===== config.mk =====
export PLATFORM = sky130hd
export DESIGN_NAME = cap_ctrl
export DESIGN_NICKNAME = d
export VERILOG_FILES = /design/src/hw/rtl/cap_pkg.sv /design/src/hw/rtl/cap_ctrl.sv
export SDC_FILE = /design/constraint.sdc
export NUM_CORES = 1
export LEC_CHECK = 0
export ABC_CLOCK_PERIOD_IN_PS = 2500
export BUFFER_PORTS_ARGS = -buffer_cell sky130_fd_sc_hd__clkbuf_2
export CORE_AREA = 2 2 39 41
export DETAILED_ROUTE_END_ITERATION = 12
export DIE_AREA = 0 0 41 43
export PLACE_DENSITY = 0.68
export SLEW_MARGIN = 5
export SYNTH_ARGS = -nofsm -noshare
export SYNTH_HDL_FRONTEND = slang
export SYNTH_SLANG_ARGS = --single-unit

===== constraint.sdc =====
create_clock -name clk -period 2.5 [get_ports clk]
set_clock_uncertainty 0.1 [all_clocks]
set_input_delay 0.375 -clock clk [delete_from_list [all_inputs] [get_ports clk]]
set_output_delay 0.375 -clock clk [all_outputs]
set_load 0.01 [all_outputs]

===== src/hw/rtl/cap_pkg.sv =====
// ----------------------------------------------------------------------------
// cap_pkg
// Shared types, widths and codes for the call auction price block.
// ----------------------------------------------------------------------------
package cap_pkg;

  // Table size and derived widths.
  localparam int MAX_ORDERS = 4096;
  localparam int IDX_W      = $clog2(MAX_ORDERS);
  localparam int CNT_W      = $clog2(MAX_ORDERS + 1);

  // Field widths.
  localparam int PRICE_W = 20;
  localparam int QTY_W   = 27;
  localparam int ID_W    = 13;
  localparam int VOL_W   = 39;
  localparam int SUM_W   = QTY_W + IDX_W;
  localparam int ORD_W   = 1 + PRICE_W + QTY_W;

  // Operation codes of an input transaction.
  typedef enum logic [1:0] {
    FUNC_BUY     = 2'd0,
    FUNC_SELL    = 2'd1,
    FUNC_CANCEL  = 2'd2,
    FUNC_COMPUTE = 2'd3
  } func_t;

  // Status codes of a result transaction.
  typedef enum logic [1:0] {
    ST_ACCEPTED = 2'd0,
    ST_FULL     = 2'd1,
    ST_NOT_LIVE = 2'd2,
    ST_AUCTION  = 2'd3
  } status_t;

  // Input payload.
  typedef struct packed {
    func_t              func;
    logic [PRICE_W-1:0] price;
    logic [QTY_W-1:0]   quantity;
    logic [ID_W-1:0]    cancel_id;
  } in_data_t;

  // Result payload.
  typedef struct packed {
    status_t            status;
    logic [ID_W-1:0]    order_id;
    logic [PRICE_W-1:0] best_price;
    logic [VOL_W-1:0]   best_volume;
  } out_data_t;

  // One table entry in the order memory.
  typedef struct packed {
    logic               is_buy;
    logic [PRICE_W-1:0] price;
    logic [QTY_W-1:0]   quantity;
  } order_t;

  // Controller states.
  typedef enum logic [3:0] {
    S_IDLE,
    S_EXEC,
    S_CANCEL_CHK,
    S_CAND_RD,
    S_CAND_CHK,
    S_SCAN,
    S_MIN,
    S_UPD,
    S_FINISH
  } state_t;

  // Commands from the controller to the datapath.
  typedef struct packed {
    logic load_item;
    logic do_order;
    logic cancel_rd;
    logic cancel_fin;
    logic comp_start;
    logic cand_rd;
    logic cand_load;
    logic cand_next;
    logic scan_rd;
    logic min_take;
    logic best_upd;
    logic comp_fin;
  } dp_cmd_t;

  // Status from the datapath to the controller.
  typedef struct packed {
    func_t func;
    logic  cand_done;
    logic  cand_live;
    logic  scan_done;
  } dp_status_t;

endpackage


===== src/hw/rtl/cap_ctrl.sv =====
// ----------------------------------------------------------------------------
// cap_ctrl
// Controller state machine: sequences orders, cancels and the auction scan.
// ----------------------------------------------------------------------------
module cap_ctrl import cap_pkg::*; (
  input  logic       clk,
  input  logic       rst,
  input  logic       in_valid,
  output logic       in_ready,
  output logic       out_valid,
  input  logic       out_ready,
  input  dp_status_t stat,
  output dp_cmd_t    cmd
);

  state_t state;
  state_t state_next;
  logic   slot_free;
  logic   res_load;

  // The result register may be refilled when empty or being emptied.
  assign slot_free = !out_valid || out_ready;
  assign res_load  = cmd.do_order || cmd.cancel_fin || cmd.comp_fin;

  // State register and result valid flag.
  always_ff @(posedge clk) begin
    if (rst) begin
      state     <= S_IDLE;
      out_valid <= 1'b0;
    end else begin
      state <= state_next;
      if (res_load) begin
        out_valid <= 1'b1;
      end else if (out_ready) begin
        out_valid <= 1'b0;
      end
    end
  end

  // Next state and datapath commands.
  always_comb begin
    state_next = state;
    cmd        = '0;
    in_ready   = 1'b0;
    case (state)
      S_IDLE: begin
        in_ready = 1'b1;
        if (in_valid) begin
          cmd.load_item = 1'b1;
          state_next    = S_EXEC;
        end
      end
      S_EXEC: begin
        case (stat.func)
          FUNC_BUY, FUNC_SELL: begin
            if (slot_free) begin
              cmd.do_order = 1'b1;
              state_next   = S_IDLE;
            end
          end
          FUNC_CANCEL: begin
            cmd.cancel_rd = 1'b1;
            state_next    = S_CANCEL_CHK;
          end
          default: begin
            cmd.comp_start = 1'b1;
            state_next     = S_CAND_RD;
          end
        endcase
      end
      S_CANCEL_CHK: begin
        if (slot_free) begin
          cmd.cancel_fin = 1'b1;
          state_next     = S_IDLE;
        end
      end
      S_CAND_RD: begin
        if (stat.cand_done) begin
          state_next = S_FINISH;
        end else begin
          cmd.cand_rd = 1'b1;
          state_next  = S_CAND_CHK;
        end
      end
      S_CAND_CHK: begin
        if (stat.cand_live) begin
          cmd.cand_load = 1'b1;
          state_next    = S_SCAN;
        end else begin
          cmd.cand_next = 1'b1;
          state_next    = S_CAND_RD;
        end
      end
      S_SCAN: begin
        if (stat.scan_done) begin
          state_next = S_MIN;
        end else begin
          cmd.scan_rd = 1'b1;
        end
      end
      S_MIN: begin
        cmd.min_take = 1'b1;
        state_next   = S_UPD;
      end
      S_UPD: begin
        cmd.best_upd  = 1'b1;
        cmd.cand_next = 1'b1;
        state_next    = S_CAND_RD;
      end
      S_FINISH: begin
        if (slot_free) begin
          cmd.comp_fin = 1'b1;
          state_next   = S_IDLE;
        end
      end
      default: begin
        state_next = S_IDLE;
      end
    endcase
  end

endmodule


==> results by group, run 1 <==
Drt
  • DRT antenna net count: 0
  • Final wirelength: 1.15 mm
  • Drt first pass iters: 4
  • Via density: 5.25
  • Vias: 557
  • Remaining DRCs: 0
  • Initial DRC count: 5
  • WL/cell: 10.9 um

Layout
  • Layout cells sized above 1: 0.311
  • Finished Layout Cells: 106
  • Filler Cells Inserted: 151
  • Final Instance Area: 604 um2
  • Final Core Density: 0.437
  • Area grow syn2layout: 29.8%
  • Ant diodes: 0
  • Final Net Count: 100

Place
  • Hpwl dp: 844 um
  • Cell Area, Placed: 578 um2
  • Port bufs: 22
  • Cell Count Post-Placement: 102
  • RePlAce Congestion: 0.730
  • Setup WS pre-CTS: 0.604 ns

Worst setup path
  • CP max FO: 18
  • Crit. End Element: primary output
  • Reg2Reg Setup Slack: 0.89 ns
  • Worst path arrival time: 1.69 ns
  • R2R Path End: state[0]
  • Worst Path Required: 2.03 ns
  • RR Startpoint: state[0]
  • Critical path endpoint: cmd[7]
  • Reg2reg path depth: 4
  • Crit path from: state[0]
  • Startpoint class of the critical path: flip-flop
  • Setup CP Type: reg -> out

STA
  • Fin crit share: 0.867
  • Number of endpoints failing setup at the final stage: 0
  • Worst-Margin Slew: 0.507 ns
  • Crit path time final: 2.17 ns
  • Worst setup margin: 0.333 ns
  • Fmax: 461 MHz
  • Setup TNS: 0 ns
  • Slew Limit Fails: 0
  • Max_slew headroom: 0.661
  • Fin Hold WS: 0.267 ns
  • RSZ-0062 raised after global routing: false
  • Final hold vios: 0

Die
  • Die Y: 43 um
  • Core Box Area: 1380 um2
  • Initial Utilization: 0.336
  • Die W: 41 um
  • # rows: 14
  • IO Count: 23
  • Die ar.: 1760 um2

GRT
  • Overall global routing resource usage: 0.148
  • Grt total ovfl: 0
  • Initial antenna violation count: 0
  • Largest net degree at the start of global routing: 19
  • First-pass GRT wire length: 1.77 mm
  • Vias in the first global route: 444

Clock tree
  • Total CTS buffers: 3
  • H-Tree Depth: 1
  • Clock Path Buffers: 2
  • Clock Tree Root: clkbuf_4
  • Hold Buf Count CTS: 0
  • Cts repair resizes: 0
  • Clock sink total: 5
  • CTS tree: built
  • Worst-path clk slew: 0.04 ns
  • Clk_lat worst skew: 0.24 ns
  • Post-CTS Setup Inserts: 0

Yosys
  • Synth unique cells: 31
  • Asr flop ratio synth: 0
  • Ys flop type: dfxtp_1
  • Top cell type's share of synthesized area: 0.215
  • Flops & latches, synth: 5
  • Top cells by instance count after synthesis: nor2_1 (10), dfxtp_1 (5), nand2b_1 (5)
  • Mean Syn Cell Area: 6.84 um2
  • Yosys top cell by area: dfxtp_1
  • Mapped Cells: 68
  • YS warnings: 0
  • Syn Nets: 77
  • Register area share after synthesis: 0.215
  • Synthesized area: 465 um2
  • Synth area leaders: dfxtp_1 (22%), nor2_1 (8.1%), nand2b_1 (6.7%)
  • Top-count cell post-synth: nor2_1
  • Post-synth EDFFs: 0

Min path
  • Hold WC Path Type: in -> reg

Pwr
  • Maximum vdd drop: 0.000229 V
  • Power per standard cell area: 453 nW/um2
  • Standby leakage power: 0.283 nW
  • Final Power: 0.274 mW

Run status
  • Outcome: completed

Flow run
  • Max-cap violations: 0
[worst max-delay path, cell delays in order, from the launching register on]
cell and delay, ns:
dfxtp_1 0.63, nand2b_1 0.18, nor3_1 0.31, and3_1 0.21, clkbuf_2 0.13
[routing by layer]
| metal | GRT usage | share of wire | up-vias |
|---|---|---|---|
| li1 | - | - | 290 |
| met1 | 0.193 | 0.49 | 243 |
| met2 | 0.206 | 0.43 | 20 |
| met3 | 0.0157 | 0.056 | 4 |
| met4 | 0.120 | 0.024 | 0 |
| met5 | 0 | 0 | - |
[how the worst min path moves through the flow]
stage / slack, ns / start / cells past startpoint / end
2_1_floorplan: 0.34 / rst / 1 / out_valid
3_3_place_gp: 0.52 / rst / 2 / state[2]
3_5_place_dp: 0.52 / rst / 2 / out_valid
4_1_cts: 0.26 / rst / 2 / out_valid
5_1_grt: 0.27 / rst / 2 / state[2]
6_report: 0.27 / rst / 2 / out_valid
[power by group]
part / switching, mW / internal (mW) / leakage (nW)
clock network: 0.0313 / 0.0602 / 0.0150
registers: 0.0150 / 0.0853 / 0.0408
logic: 0.0433 / 0.0387 / 0.227
total: 0.0896 / 0.184 / 0.283
[placed cells by master, fill, tap and decap left out, drive strengths merged]
cell    instances
clkbuf         26
nor2           11
nand2b          5
dfxtp           5
nor3            5
nand2           4
a21oi           4
nor2b           4
inv             3
o21ai           3
nor3b           2
or3             2
o211ai          2
a221oi          2
nor4            1
and3b           1
nand3           1
and3            1
and2            1
a221o           1
nand3b          1
o22ai           1
a222oi          1
o311ai          1
nor4b           1
a31oi           1
[kinds of logic after synthesis]
kind of cell / after synthesis / share of synthesized area
simple gates: 40 / 0.476
compound gates: 16 / 0.247
buf+inv: 7 / 0.0618
flops: 5 / 0.215
[registers in the layout, summed over array words and instances (netlist names)]
signal and cells:
state 4, out_valid 1
[area by class of cell]
class	instances	area, um2	area share
Timing Repair Buffer	22	110	0.182
Inverter	3	11.3	0.0186
Sequential cell	5	100	0.166
Clock buffer	4	26.3	0.0435
Multi-Input combinational cell	56	337	0.557
Tap cell	16	20.0	0.0331
Power figures use the tool's default switching activity.
==> run 2, diff against run 1 <==
Settings changed: PLACE_DENSITY 0.68 to unset, PLACE_DENSITY_LB_ADDON set to 0.2.
==> results by group, run 2 (synthesized netlist as in run 1, its figures left out) <==
Pwr
  • Standby leakage power: 0.283 nW (unchanged)
  • Sw frac: 0.326 (-0.00106)
  • Gate power share: 0.301 (about the same)
  • Final Power: 0.273 mW (-0.17%)
  • P_sw: 0.0892 mW (-0.49%)
  • Pint: 0.184 mW (about the same)
  • Maximum vdd drop: 0.000231 V (+0.91%)
  • Clk network pwr share: 0.332 (-0.002)
  • Power per standard cell area: 452 nW/um2 (-0.17%)
  • Sequential share of power: 0.367 (about the same)

Clock tree
  • Clock Tree Root: clkbuf_4
  • H-Tree Depth: 1 (unchanged)
  • Clk_lat worst skew: 0.24 ns (about the same)
  • Hold Buf Count CTS: 0 (unchanged)
  • Clock Path Buffers: 2 (unchanged)
  • Worst-path clk slew: 0.04 ns (about the same)
  • Clock sink total: 5 (unchanged)
  • Total CTS buffers: 3 (unchanged)
  • CTS tree: built
  • Post-CTS Setup Inserts: 0 (unchanged)
  • Cts repair resizes: 0 (unchanged)

Die
  • # rows: 14 (unchanged)
  • Die Y: 43 um (unchanged)
  • Core Box Area: 1380 um2 (unchanged)
  • Die ar.: 1760 um2 (unchanged)
  • IO Count: 23 (unchanged)
  • Initial Utilization: 0.336 (unchanged)
  • Die W: 41 um (unchanged)

STA
  • Crit path time final: 2.16 ns (-0.00703 ns)
  • Worst setup margin: 0.340 ns (+0.00703 ns)
  • Fin crit share: 0.864 (-0.00281)
  • Slew Limit Fails: 0 (unchanged)
  • Setup TNS: 0 ns (unchanged)
  • RSZ-0062 raised after global routing: false
  • Number of endpoints failing setup at the final stage: 0 (unchanged)
  • Max_slew headroom: 0.655 (-0.00604)
  • Fmax: 463 MHz (+0.33%)
  • Final hold vios: 0 (unchanged)
  • Worst-Margin Slew: 0.516 ns (+0.00905 ns)
  • Fin Hold WS: 0.274 ns (+0.00743 ns)

Drt
  • Vias: 555 (-0.36%)
  • Remaining DRCs: 0 (unchanged)
  • DRT antenna net count: 0 (unchanged)
  • Final wirelength: 1.13 mm (-2.0%)
  • Via density: 5.24 (-0.36%)
  • Initial DRC count: 10 (+5)
  • Drt first pass iters: 4 (unchanged)
  • WL/cell: 10.6 um (-2.0%)

Place
  • Cell Count Post-Placement: 102 (unchanged)
  • RePlAce Congestion: 0.772 (+5.7%)
  • Cell Area, Placed: 578 um2 (unchanged)
  • Setup WS pre-CTS: 0.605 ns (+0.000410 ns)
  • Hpwl dp: 872 um (+3.3%)
  • Port bufs: 22 (unchanged)

Worst setup path
  • Worst path arrival time: 1.69 ns (about the same)
  • CP max FO: 18 (unchanged)
  • Top delay family on crit path: simple AND/OR/NAND/NOR gates
  • CP cell instances: nand2b_1 -> nor3_1 -> and3b_1 -> clkbuf_2
  • Setup CP Type: reg -> out
  • Worst Path Required: 2.03 ns (about the same)
  • Reg2Reg Setup Slack: 0.90 ns (about the same)
  • Crit path max-delay cell type: dfxtp_1
  • CP bufs+invs: 1 (unchanged)
  • Critical Path Max Stage Delay: 0.64 ns (about the same)
  • Crit. End Element: primary output
  • Startpoint class of the critical path: flip-flop

GRT
  • Met3 usage: 0.0366 (+0.0209)
  • Most Used Layer, Global Route: met1
  • First-pass GRT wire length: 1.93 mm (+9.0%)
  • Overall global routing resource usage: 0.153 (+0.00502)
  • Met2 Usage GRT: 0.200 (-0.00625)
  • Largest net degree at the start of global routing: 19 (unchanged)
  • Grt total ovfl: 0 (unchanged)
  • Vias in the first global route: 457 (+2.9%)
  • Met1 GRT Util: 0.228 (+0.0354)
  • Initial antenna violation count: 0 (unchanged)

Layout
  • Reg with most FFs: state
  • Layout cells sized above 1: 0.311 (unchanged)
  • Finished Layout Cells: 106 (unchanged)
  • Multi-input gate area: 337 um2 (unchanged)
  • Final Net Count: 100 (unchanged)
  • Top Registers: state x4, out_valid x1
  • Filler Cells Inserted: 147 (-2.6%)
  • Area grow syn2layout: 29.8% (unchanged)
  • Commonest non-fill, non-tap cell in the layout: clkbuf_2
  • Final Instance Area: 604 um2 (unchanged)
  • Final Core Density: 0.437 (unchanged)
  • Ant diodes: 0 (unchanged)
  • Sequential Area: 100 um2 (unchanged)
  • Largest register FFs: 4 (unchanged)
  • Most frequent cells in the layout: clkbuf_2 (22), nor2_1 (10), nand2b_1 (5), dfxtp_1 (5)

Min path
  • Hold WC Path Type: in -> reg

Run status
  • Outcome: completed

Flow run
  • Max-cap violations: 0 (unchanged)
[run 2: cell counts in the layout (fill, tap and decap cells not counted)]
No cell type changed its count.
[run 2: worst register-to-register path, stage by stage, from the launching register on]
cell and delay (ns):
dfxtp_1 0.64, nor2b_1 0.34, a221oi_1 0.12, a21oi_1 0.18
o22ai_1 0.09
[run 2: final cells by class]
type | instances | area share
inverter | 3 | 0.0186
multi-input combinational | 56 | 0.557
clock buffer | 4 | 0.0435
tap | 16 | 0.0331
sequential | 5 | 0.166
timing repair buffer | 22 | 0.182
[run 2: power by group through the flow]
stage	combinational (mW)	sequential, mW	clock [mW]
2_1_floorplan	0.0637	0.0922	0
3_3_place_gp	0.0831	0.101	0
3_5_place_dp	0.0824	0.101	0
4_1_cts	0.0829	0.100	0.0964
5_1_grt	0.0927	0.102	0.104
6_report	0.0824	0.100	0.0908
[run 2: routing by layer]
metal,wire length [um],share of wire
met4,0,0
met1,516,0.46
met2,530,0.47
met5,0,0
met3,81,0.072
[run 2: path summary, 6_finish.rpt]
check	from	end	cells after the start
min reg2reg	out_valid	out_valid	2
max	state[0]	cmd[10]	4
min	rst	state[2]	2
max reg2reg	state[0]	state[0]	4
